<file path="src/hw/rtl/mpa_pkg.sv">
`default_nettype none

package mpa_pkg;

    // Field and register widths fixed by the interface
    localparam int IDX_W      = 13;
    localparam int VAL_W      = 16;
    localparam int SIDE_CFG_W = 6;
    localparam int STEP_W     = 6;
    localparam int WIN_CFG_W  = 3;
    localparam int CHAN_CFG_W = 4;
    localparam int CFG_ADDR_W = 2;
    localparam int CFG_DATA_W = 6;

    // Register values after reset
    localparam logic [SIDE_CFG_W-1:0] MAP_SIDE_RST      = 6'd32;
    localparam logic [STEP_W-1:0]     STEP_SIZE_RST     = 6'd2;
    localparam logic [WIN_CFG_W-1:0]  WINDOW_SIDE_RST   = 3'd2;
    localparam logic [CHAN_CFG_W-1:0] CHANNEL_COUNT_RST = 4'd1;

    typedef enum logic {
        CMD_LOAD = 1'b0,
        CMD_POOL = 1'b1
    } cmd_t;

    typedef enum logic {
        STATUS_OK    = 1'b0,
        STATUS_RANGE = 1'b1
    } status_t;

    typedef enum logic [CFG_ADDR_W-1:0] {
        REG_MAP_SIDE      = 2'd0,
        REG_STEP_SIZE     = 2'd1,
        REG_WINDOW_SIDE   = 2'd2,
        REG_CHANNEL_COUNT = 2'd3
    } cfg_reg_t;

    typedef enum logic [4:0] {
        SEQ_IDLE,
        SEQ_OSIDE_GO,
        SEQ_OSIDE_WAIT,
        SEQ_AREA,
        SEQ_SQUARE,
        SEQ_COUNT,
        SEQ_CH_GO,
        SEQ_CH_WAIT,
        SEQ_POS_GO,
        SEQ_POS_WAIT,
        SEQ_ROW0,
        SEQ_COL0,
        SEQ_CHBASE,
        SEQ_ROWOFF,
        SEQ_SCAN,
        SEQ_DRAIN,
        SEQ_FINISH
    } seq_state_t;

    typedef struct packed {
        cmd_t                     command;
        logic [IDX_W-1:0]         index;
        logic signed [VAL_W-1:0]  sample;
    } mpa_in_t;

    typedef struct packed {
        logic signed [VAL_W-1:0]  peak_value;
        logic [IDX_W-1:0]         peak_index;
        status_t                  status;
    } mpa_out_t;

    typedef struct packed {
        logic busy;
        logic done;
    } div_stat_t;

endpackage

`default_nettype wire

</file>
<file path="src/hw/rtl/mpa_div.sv">
`default_nettype none

module mpa_div import mpa_pkg::*; #(
    parameter int DIV_W = 13
) (
    input  wire logic             aclk,
    input  wire logic             aresetn,
    input  wire logic             start,
    input  wire logic [DIV_W-1:0] dividend,
    input  wire logic [DIV_W-1:0] divisor,
    output div_stat_t             stat,
    output logic [DIV_W-1:0]      quotient,
    output logic [DIV_W-1:0]      remainder
);

    localparam int CNT_W = $clog2(DIV_W + 1);

    logic [DIV_W-1:0] rem_reg, rem_next;
    logic [DIV_W-1:0] quo_reg, quo_next;
    logic [DIV_W-1:0] dvs_reg, dvs_next;
    logic [CNT_W-1:0] cnt_reg, cnt_next;
    logic             done_reg, done_next;

    logic [DIV_W:0]   shifted;
    logic [DIV_W:0]   diff;

    // One restoring step: shift in the next dividend bit, try the subtract
    assign shifted = {rem_reg, quo_reg[DIV_W-1]};
    assign diff    = shifted - {1'b0, dvs_reg};

    always_comb begin
        rem_next  = rem_reg;
        quo_next  = quo_reg;
        dvs_next  = dvs_reg;
        cnt_next  = cnt_reg;
        done_next = 1'b0;
        if (start) begin
            rem_next = '0;
            quo_next = dividend;
            dvs_next = divisor;
            cnt_next = CNT_W'(DIV_W);
        end else if (cnt_reg != '0) begin
            if (!diff[DIV_W]) begin
                rem_next = diff[DIV_W-1:0];
                quo_next = {quo_reg[DIV_W-2:0], 1'b1};
            end else begin
                rem_next = shifted[DIV_W-1:0];
                quo_next = {quo_reg[DIV_W-2:0], 1'b0};
            end
            cnt_next  = cnt_reg - 1'b1;
            done_next = (cnt_reg == CNT_W'(1));
        end
    end

    always_ff @(posedge aclk) begin
        if (!aresetn) begin
            cnt_reg  <= '0;
            done_reg <= 1'b0;
        end else begin
            cnt_reg  <= cnt_next;
            done_reg <= done_next;
        end
        rem_reg <= rem_next;
        quo_reg <= quo_next;
        dvs_reg <= dvs_next;
    end

    assign stat.busy = (cnt_reg != '0);
    assign stat.done = done_reg;
    assign quotient  = quo_reg;
    assign remainder = rem_reg;

    // Never restart while a division is still running
    assert property (@(posedge aclk) disable iff (!aresetn)
        start |-> (cnt_reg == '0))
        else $error("divider restarted while busy");

    // Done rises in the cycle after the last iteration
    assert property (@(posedge aclk) disable iff (!aresetn)
        (cnt_reg == CNT_W'(1)) && !start |=> done_reg)
        else $error("divider done missing after last step");

    assert property (@(posedge aclk) disable iff (!aresetn)
        done_reg |-> (cnt_reg == '0))
        else $error("divider done while still iterating");

endmodule

`default_nettype wire

</file>
<file path="config.mk">
export PLATFORM = sky130hd
export DESIGN_NAME = mpa_div
export DESIGN_NICKNAME = d
export VERILOG_FILES = /design/src/hw/rtl/mpa_pkg.sv /design/src/hw/rtl/mpa_div.sv
export SDC_FILE = /design/constraint.sdc
export NUM_CORES = 1
export LEC_CHECK = 0
export BUFFER_PORTS_ARGS = -buffer_cell sky130_fd_sc_hd__buf_2
export CAP_MARGIN = 20
export CORE_MARGIN = 4
export CORE_UTILIZATION = 54
export DETAILED_ROUTE_END_ITERATION = 10
export GPL_TIMING_DRIVEN = 0
export PLACE_DENSITY = 0.87
export REMOVE_ABC_BUFFERS = 1
export SLEW_MARGIN = 20
export SYNTH_ARGS = -nofsm -noshare
export SYNTH_HDL_FRONTEND = slang
export SYNTH_SLANG_ARGS = --single-unit
</file>
<file path="constraint.sdc">
create_clock -name aclk -period 3.45 [get_ports aclk]
set_clock_uncertainty 0.15 [all_clocks]
set_input_delay 0.1725 -clock aclk [delete_from_list [all_inputs] [get_ports aclk]]
set_output_delay 0.1725 -clock aclk [all_outputs]
set_load 0.005 [all_outputs]
</file>
==> results of run 1 <==
critical path, stage by stage (launching register included):
cell and delay (ns):
dfxtp_1 0.35, ha_1 0.43, a21oi_2 0.24, o211ai_2 0.12
o32ai_1 0.30, a21oi_2 0.12, xnor2_4 0.57, nor3b_1 0.10
a2111oi_1 0.34
area by class of cell:
type                       count  area share
timing repair buffer          70      0.1391
clock inverter                 3     0.01242
tap                           52     0.02152
sequential                    44      0.3775
clock buffer                   5     0.02276
inverter                      22     0.02732
multi-input combinational    159      0.3994
kinds of logic (layout without fill, tap and decap cells):
logic type | Yosys count | in the layout | synth area share
xor gates and xnor gates | 11 | 11 | 0.04591
AOI/OAI and AO/OA | 50 | 50 | 0.1447
and+or+nand+nor | 60 | 60 | 0.1143
adders and majority gates | 16 | 16 | 0.08283
DFF | 44 | 44 | 0.4551
muxes | 22 | 22 | 0.09381
buffers and inverters | 34 | 100 | 0.06337
power groups by stage:
stage	Clock (uW)	Sequential, uW	Combinational [uW]
after floorplan	0	748	598
final	385	740	839
after global routing	421	755	930
after detailed placement	0	749	823
after CTS	391	739	839
after global placement	0	744	797
routing by layer:
metal | wire (um) | share of wire | GRT usage | vias to the layer above
met5 | 0 | 0 | 0 | -
met4 | 34 | 0.0066 | 0.03671 | 0
met3 | 352 | 0.069 | 0.05083 | 3
met2 | 2590 | 0.50 | 0.3057 | 63
met1 | 2153 | 0.42 | 0.2333 | 924
li1 | - | - | - | 984
worst max path at each step:
stage,end,start,depth (start not counted),slack [ns]
floorplan,remainder[2],remainder[7],8,0.95
global placement,remainder[7],dvs_reg[8],9,0.73
detailed placement,remainder[7],remainder[9],8,0.60
CTS,remainder[7],remainder[9],8,0.59
global route,remainder[10],remainder[9],8,0.43
finish,remainder[7],remainder[9],8,0.60
cell usage in the layout, fill, tap and decap left out, types with 2 or more instances in the layout:
master and n:
clkbuf_8 5, or3_1 2, ha_1 15, o21ai_1 2, nor2b_1 3, nor3b_1 2, nor4_1 3, a211oi_1 8
mux2_2 12, edfxtp_1 26, o21ai_0 4, nand3_1 9, a21oi_1 10, dlygate4sd3_1 14, inv_1 22, buf_2 56
mux2i_1 10, a31oi_1 3, clkinv_1 2, dfxtp_1 18, nand2b_1 4, a21oi_2 2, nand2_1 6, o21a_1 6
nor2_1 25, xnor2_1 9, o221ai_1 2, nor3_1 2
metrics by stage:
stage / cells / cell area (um2) / util / hold slack, ns / power (uW)
final: 355 / 3023 / 0.6848 / 0.02288 / 1964
after global routing: 355 / 3023 / 0.6848 / 0.01308 / 2106
after CTS: 355 / 3023 / 0.6848 / 0.01755 / 1969
after detailed placement: 333 / 2776 / 0.6290 / 0.2006 / 1572
after global placement: 333 / 2776 / 0.6290 / 0.1988 / 1541
after floorplan: 225 / 2431 / - / 0.09464 / 1346
what timing repair did:
item                       4_1_cts  5_1_grt
hold endpoints to repair        16        0
hold buffers                    14        0
resized for setup                0        0
setup endpoints to repair        0        0
==> flow_summary.json, run 1 <==
{
  "yosysTopAreaCell": "edfxtp_1",
  "irDropWorstVdd_v": 0.0003489,
  "path_class": "flop to flop",
  "leakage_uw": 0.001364,
  "synth_cell_type_count": 49,
  "rrSetupSlack_ns": 0.60,
  "slew_headroom": 0.4167,
  "hpwlAfterDp_um": 3595,
  "wl_per_cell_um": 14.45,
  "status": "finished clean",
  "avgSynthCellArea_um2": 10.58,
  "r2r_start": "remainder[9]",
  "cp_max_fo": 18,
  "combinationalPowerShare": 0.427,
  "die_x_um": 76.14,
  "grt_overflow_total": 0,
  "antenna_found_initial": 0,
  "regArea_um2": 1141,
  "max_freq_ghz": 0.3511,
  "die_area_um2": 5797,
  "worst_pin_slew_ns": 0.8749,
  "internal_power_uw": 1269,
  "setup_violations": 0,
  "place_ws_ns": 0.6004,
  "placementRows": 24,
  "syn_area_um2": 2507,
  "grt_setup_unrepaired": "false",
  "area_delta_synth_final_pct": 20.56,
  "globalplace.congestion": 0.8888,
  "synth-edff-count": 26,
  "vias_per_cell": 5.561,
  "switching_share": 0.3540,
  "synth.yosys.seq_area_share": 0.4551,
  "grt_first_pass_wirelength_um": 8866,
  "period_minus_slack_ns": 2.848,
  "cts_htree_levels": 2,
  "critical_path_required_ns": 3.48,
  "num_io_pins": 57,
  "cp-end-kind": "flop",
  "grt_pass1_vias": 1915,
  "p_clk_frac": 0.196,
  "power.density_nw_per_um2": 649.6,
  "synth_common_cells": "edfxtp_1 (26), nor2_1 (25), inv_1 (22)",
  "synth_top_area_share": 0.3114,
  "reg2reg_to": "remainder[7]",
  "vias": 1974,
  "drtIter0Drc": 199,
  "worst_setup_path_start_kind": "flop",
  "clkTransAtPathRegs_ns": 0.08,
  "diodes": 0,
  "design.core.area_um2": 4414,
  "min_path_cells": 2,
  "port_buffers": 56,
  "ff2ff_path_depth": 8,
  "whs_endpoint": "quotient[12]",
  "clockRootBuffer": "clkbuf_8",
  "clk_path_buf_depth": 2,
  "power.net_switching_uw": 695.1,
  "drc": 0,
  "grt_max_degree": 44,
  "worst_slack_ns": 0.6015,
  "track_usage": 0.1815,
  "drv_slew": 0,
  "cts_tree": "yes",
  "post_cts_buffers": 0,
  "die_h_um": 76.14,
  "hold_path_class": "input pin to flop",
  "cts.sinks": 44,
  "synthArstFlopShare": 0,
  "tns_ns": 0,
  "clk_latency_ns": 0.30,
  "finalWirelength_um": 5131,
  "first_pass_iters": 4,
  "drive_gt1_frac": 0.2673,
  "holdCritStartpoint": "dividend[12]",
  "ant_nets": 0,
  "finalCritPeriodShare": 0.8256,
  "synth_area_leaders": "edfxtp_1 (31%), dfxtp_1 (14%), ha_1 (7.5%)",
  "arrival_ns": 2.88,
  "multi_input_area_um2": 1207,
  "power_frac_seq": 0.377,
  "max-cap-violations": 0,
  "fill_cells": 351,
  "syn_inst": 237,
  "synth_ff_type": "edfxtp_1",
  "synth_warnings": 0,
  "initial_core_util": 0.5680,
  "yosysMostFrequentCell": "edfxtp_1",
  "nNetsFinal": 347,
  "cts_buffers": 5,
  "finalHoldViolCount": 0,
  "ys_ff_latch": 44
}
(Power assumes the default switching activity.)
==> inputs of run 2 (changes only) <==
Settings changed: ABC_AREA set to 1, CORE_UTILIZATION 54 to 50, PLACE_DENSITY 0.87 to 0.83.
Clock period 3.45 ns to 2.4 ns, I/O delays scaled along.
==> run 2 against run 1 <==
  * Sequential power rose by 42%
  * Synthesized cell count grew 68%
  * First-iteration DRC count shrank 27%
  * Cell count is 57% higher
  * Utilization down 3.0 points
  * Fmax is 27% higher
  * Register-to-register slack worse by 0.44 ns
  * Critical endpoint is now remainder[12]
==> flow_summary.json, run 2 <==
{
  "first_pass_iters": 5,
  "die_h_um": 84.36,
  "setup_violations": 0,
  "multi_input_area_um2": 1408,
  "finish.utilization": 0.6550,
  "clk_latency_ns": 0.30,
  "antenna_found_initial": 0,
  "max-cap-violations": 0,
  "ys_ff_latch": 44,
  "clockRootBuffer": "clkbuf_8",
  "power.density_nw_per_um2": 855.8,
  "final_cell_mix": "nand2_1 (121), inv_1 (81), buf_2 (56), nand3_1 (41), dlygate4sd3_1 (27)",
  "yosysTopAreaCell": "edfxtp_1",
  "layout_commonest_cell": "nand2_1",
  "die_area_um2": 7117,
  "syn_inst": 398,
  "synth-edff-count": 26,
  "synth.yosys.seq_area_share": 0.3914,
  "finish.instance_area_um2": 3651,
  "area_delta_synth_final_pct": 25.24,
  "regArea_um2": 1141,
  "initial_core_util": 0.5230,
  "placed_area_um2": 3204,
  "vias_per_cell": 5.050,
  "status": "finished clean",
  "worst_pin_slew_ns": 0.8388,
  "cp-end-kind": "flop",
  "tns_ns": 0,
  "synth_area_leaders": "edfxtp_1 (27%), nand2_1 (16%), dfxtp_1 (12%)",
  "max_freq_ghz": 0.4467,
  "fill_cells": 460,
  "hold_path_class": "input pin to flop",
  "design.core.area_um2": 5574,
  "grt_setup_unrepaired": "true",
  "min_path_cells": 1,
  "slew_headroom": 0.4402,
  "num_io_pins": 57,
  "placementRows": 27,
  "drive_gt1_frac": 0.2004,
  "ff2ff_path_depth": 12,
  "wl_per_cell_um": 13.27,
  "vias": 2808,
  "clkTransAtPathRegs_ns": 0.09,
  "synth_top_area_share": 0.2678,
  "synth_warnings": 0,
  "grt_pass1_vias": 2736,
  "cp_max_fo": 12,
  "path_class": "flop to flop",
  "cts_tree": "yes",
  "cts_htree_levels": 2,
  "ant_nets": 0,
  "port_buffers": 56,
  "clk_path_buf_depth": 2,
  "irDropWorstVdd_v": 0.0004005,
  "drv_slew": 0,
  "globalplace.congestion": 0.8947,
  "syn_area_um2": 2915,
  "leakage_uw": 0.002038,
  "cts.sinks": 44,
  "synth_cell_type_count": 28,
  "drc": 0,
  "finalWirelength_um": 7379,
  "synth_common_cells": "nand2_1 (121), inv_1 (82), nand3_1 (41)",
  "nNetsFinal": 528,
  "synth_ff_type": "edfxtp_1",
  "finalCritPeriodShare": 0.9328,
  "finalHoldViolCount": 0,
  "synthArstFlopShare": 0,
  "drtIter0Drc": 145,
  "yosysMostFrequentCell": "nand2_1",
  "track_usage": 0.2058,
  "diodes": 0,
  "critical_path_required_ns": 2.49,
  "grt_max_degree": 33,
  "period_minus_slack_ns": 2.239,
  "arrival_ns": 2.33,
  "avgSynthCellArea_um2": 7.325,
  "hpwlAfterDp_um": 4691,
  "worst_setup_path_start_kind": "flop",
  "cts_buffers": 5,
  "grt_first_pass_wirelength_um": 12030,
  "die_x_um": 84.36,
  "grt_overflow_total": 0
}
==> run 2: critical path, stage by stage, from the launching register on <==
cell and delay (ns):
dfxtp_1 0.35, ha_1 0.37, nand2_2 0.14, inv_1 0.05
nand2_1 0.07, nand2_2 0.07, a21oi_4 0.23, nand2_4 0.09
nand2_4 0.19, nand2_1 0.16, nor2_1 0.15, nor2_1 0.06
nor2_1 0.08
==> run 2: path summary, 6_finish.rpt <==
path	from	endpoint	slack (ns)
worst max-delay path	remainder[6]	remainder[12]	0.16
worst min-delay path	start	dvs_reg[6]	0.23
worst max register to register	remainder[6]	remainder[12]	0.16
worst min register to register	cnt_reg[0]	cnt_reg[0]	0.36
==> run 2: cell type report <==
cell class                      instances  area share
Timing Repair Buffer                   89      0.1666
Clock buffer                            6     0.01988
Sequential cell                        44      0.3125
Timing Repair inverter                  1    0.002056
Clock inverter                          2    0.003427
Multi-Input combinational cell        260      0.3855
Tap cell                               72     0.02467
Inverter                               82     0.08533
==> run 2: repair_timing <==
| item | in CTS | in global routing |
|---|---|---|
| setup endpoints to repair | 0 | 15 |
| endpoints found under the hold margin | 29 | 0 |
| hold buffers | 27 | 0 |
| setup buffers | 0 | 6 |
| gates resized for setup | 0 | 6 |
==> run 2: per-layer routing <==
layer  wire length [um]  global-route usage  part of all wire  up-vias
met2               3780              0.3702              0.51       90
met1               2962              0.2389              0.40     1288
met5                  0                   0                 0        -
met4                170             0.07770             0.023        0
met3                465             0.04416             0.063       15
li1                   -                   -                 -     1415
==> run 2: power breakdown <==
part	internal (uW)	switching, uW	total [uW]
registers	941	111	1050
clock network	204	269	473
logic	655	945	1600
total	1800	1320	3120
==> run 2: metrics by stage <==
| stage | std cells | total power, uW | worst slack [ns] | hold WS (ns) |
|---|---|---|---|---|
| 6_report | 556 | 3124 | 0.1613 | 0.2252 |
| 5_1_grt | 556 | 3384 | -0.004714 | 0.2612 |
| 4_1_cts | 549 | 2962 | 0.02654 | 0.2254 |
| 3_5_place_dp | 514 | 2464 | 0.03824 | 0.1481 |
| 3_3_place_gp | 514 | 2416 | 0.07314 | 0.1469 |
| 2_1_floorplan | 386 | 2077 | 0.3629 | 0.06887 |
==> run 2: cell families after synthesis <==
| logic type | after synthesis | synth area share |
|---|---|---|
| flops | 44 | 0.3914 |
| compound gates | 28 | 0.05451 |
| fa+ha+maj | 16 | 0.07124 |
| buf+inv | 94 | 0.1335 |
| simple gates | 213 | 0.3403 |
| xor+xnor | 3 | 0.009015 |
==> inputs of run 3 (changes only) <==
Settings changed: CELL_PAD_IN_SITES_DETAIL_PLACEMENT set to 0, CELL_PAD_IN_SITES_GLOBAL_PLACEMENT set to 1, CORE_UTILIZATION 50 to 36.
==> run 3 against run 2 <==
  * Critical path depth did not move
  * Routed wire length fell by 1.1%
  * Flip-flop and latch count unchanged
  * First-iteration DRC count rose by 19%
  * Non-clock buffer count did not move
  * Clock power fell by 3%
  * Largest power group unchanged
  * Via count shrank 3.0%
  * Total power shrank 1.3%
  * Final area rose by 1.1%
  * Critical path type unchanged
  * Sequential power about the same
  * Highest routed layer unchanged
  * Fmax increased by 1.8%
==> flow_summary.json, run 3 (synthesized netlist as in run 2, its figures left out) <==
{
  "ant_nets": 0,
  "whs_endpoint": "dvs_reg[4]",
  "initial_core_util": 0.3734,
  "drc": 0,
  "holdCritStartpoint": "start",
  "finalCritPeriodShare": 0.9160,
  "critical_path_required_ns": 2.50,
  "grt_overflow_total": 0,
  "hpwlAfterDp_um": 4928,
  "design.core.area_um2": 7807,
  "dp_cells": 544,
  "max-cap-violations": 0,
  "worstSetupStartpoint": "remainder[7]",
  "worst_setup_path_start_kind": "flop",
  "finalHoldViolCount": 0,
  "power.density_nw_per_um2": 835.2,
  "placementRows": 32,
  "grt_max_degree": 33,
  "cts_htree_levels": 2,
  "status": "finished clean",
  "hold_path_class": "input pin to flop",
  "area_delta_synth_final_pct": 26.65,
  "rrSetupSlack_ns": 0.20,
  "fill_cells": 767,
  "drtIter0Drc": 172,
  "r2r_start": "remainder[7]",
  "nNetsFinal": 528,
  "vias_per_cell": 4.650,
  "path_class": "flop to flop",
  "drv_slew": 0,
  "wl_per_cell_um": 12.45,
  "clockRootBuffer": "clkbuf_8",
  "grt_pass1_vias": 2600,
  "crit_buf_inv": 2,
  "drive_gt1_frac": 0.2004,
  "cts_tree": "yes",
  "clk_path_buf_depth": 2,
  "leakage_uw": 0.002041,
  "clk_latency_ns": 0.30,
  "period_minus_slack_ns": 2.198,
  "die_h_um": 97.99,
  "cp-end-kind": "flop",
  "cts_buffers": 5,
  "final_cell_mix": "nand2_1 (121), inv_1 (81), buf_2 (56), nand3_1 (40), dlygate4sd3_1 (27)",
  "track_usage": 0.1510,
  "finish.instance_area_um2": 3692,
  "irDropWorstVdd_v": 0.0003177,
  "diodes": 0,
  "ff2ff_path_depth": 12,
  "grt_first_pass_wirelength_um": 12060,
  "port_buffers": 56,
  "cts.sinks": 44,
  "die_x_um": 97.99,
  "cp_max_fo": 13,
  "reg2reg_to": "remainder[4]",
  "final_cells": 586,
  "cp_slowest_cell": "ha_1",
  "max_freq_ghz": 0.4549,
  "min_path_cells": 1,
  "placed_area_um2": 3242,
  "antenna_found_initial": 0,
  "crit_top_cell": "nand2_2",
  "slew_headroom": 0.4490,
  "critPathMaxStageDelay_ns": 0.38,
  "die_area_um2": 9602,
  "worst_pin_slew_ns": 0.8256,
  "layout_commonest_cell": "nand2_1",
  "num_io_pins": 57,
  "grt_setup_unrepaired": "false",
  "vias": 2725,
  "critPathTopFamily": "simple AND/OR/NAND/NOR gates",
  "clkTransAtPathRegs_ns": 0.08,
  "setup_violations": 0,
  "path_cells": "ha_1 -> nand2_2 -> inv_1 -> nand2_1 -> nand2_2 -> a21oi_4 -> nand2_4 -> nand2_2 -> nand3_1 -> nand3_1 -> nand2_1 -> inv_1",
  "arrival_ns": 2.29,
  "first_pass_iters": 4,
  "finalWirelength_um": 7298,
  "globalplace.congestion": 0.8893
}
-- run 3: worst reg2reg max path, cell delays in order, from the launching register on --
cell     delay, ns
dfxtp_1       0.35
ha_1          0.38
nand2_2       0.14
inv_1         0.05
nand2_1       0.07
nand2_2       0.07
a21oi_4       0.23
nand2_4       0.09
nand2_2       0.26
nand3_1       0.15
nand3_1       0.11
nand2_1       0.07
inv_1         0.05
-- run 3: routing by layer --
metal	track usage	vias to the layer above	share of wire
met5	0	-	0
met4	0.04153	0	0.013
met3	0.03143	7	0.043
met2	0.2597	54	0.49
met1	0.1916	1254	0.45
li1	-	1410	-
-- run 3: power breakdown --
group | internal [uW] | switching [uW]
Clock | 202 | 256
Sequential | 941 | 115
Combinational | 647 | 923
-- run 3: how the worst max path moves through the flow --
stage,to,slack [ns],depth (start not counted)
finish,remainder[4],0.20,12
global route,remainder[12],0.03,12
CTS,stat[1],0.08,6
detailed placement,quotient[2],-0.07,3
global placement,quotient[1],0.02,3
floorplan,quotient[0],0.36,9
-- run 3: area by class of cell --
| cell class | count | area, um2 | share of cell area |
|---|---|---|---|
| clock buffer | 6 | 72.57 | 0.01965 |
| clock inverter | 2 | 11.26 | 0.003050 |
| inverter | 82 | 311.5 | 0.08438 |
| multi-input combinational | 260 | 1413 | 0.3826 |
| sequential | 44 | 1141 | 0.3090 |
| tap | 102 | 127.6 | 0.03456 |
| timing repair buffer | 89 | 608.1 | 0.1647 |
| timing repair inverter | 1 | 7.507 | 0.002033 |
-- run 3: stage by stage --
| step | total power (uW) | setup WS (ns) | setup TNS (ns) | util | hold slack, ns |
|---|---|---|---|---|---|
| 6_report | 3084 | 0.2017 | 0 | 0.4729 | 0.2507 |
| 3_3_place_gp | 2462 | 0.02245 | 0 | 0.4152 | 0.1463 |
| 5_1_grt | 3382 | 0.03254 | 0 | 0.4729 | 0.2939 |
| 2_1_floorplan | 2077 | 0.3629 | 0 | - | 0.06887 |
| 4_1_cts | 3000 | 0.08137 | 0 | 0.4615 | 0.2590 |
| 3_5_place_dp | 2478 | -0.07227 | -0.9275 | 0.4152 | 0.1481 |
-- run 3: what timing repair did --
action / CTS / global route
endpoints found under the setup margin: 1 / 13
hold buffers: 27 / 0
gates resized for setup: 1 / 6
pin swaps: 0 / 1
buffers inserted: 0 / 6
gates cloned: 0 / 1
hold endpoints to repair: 29 / 0
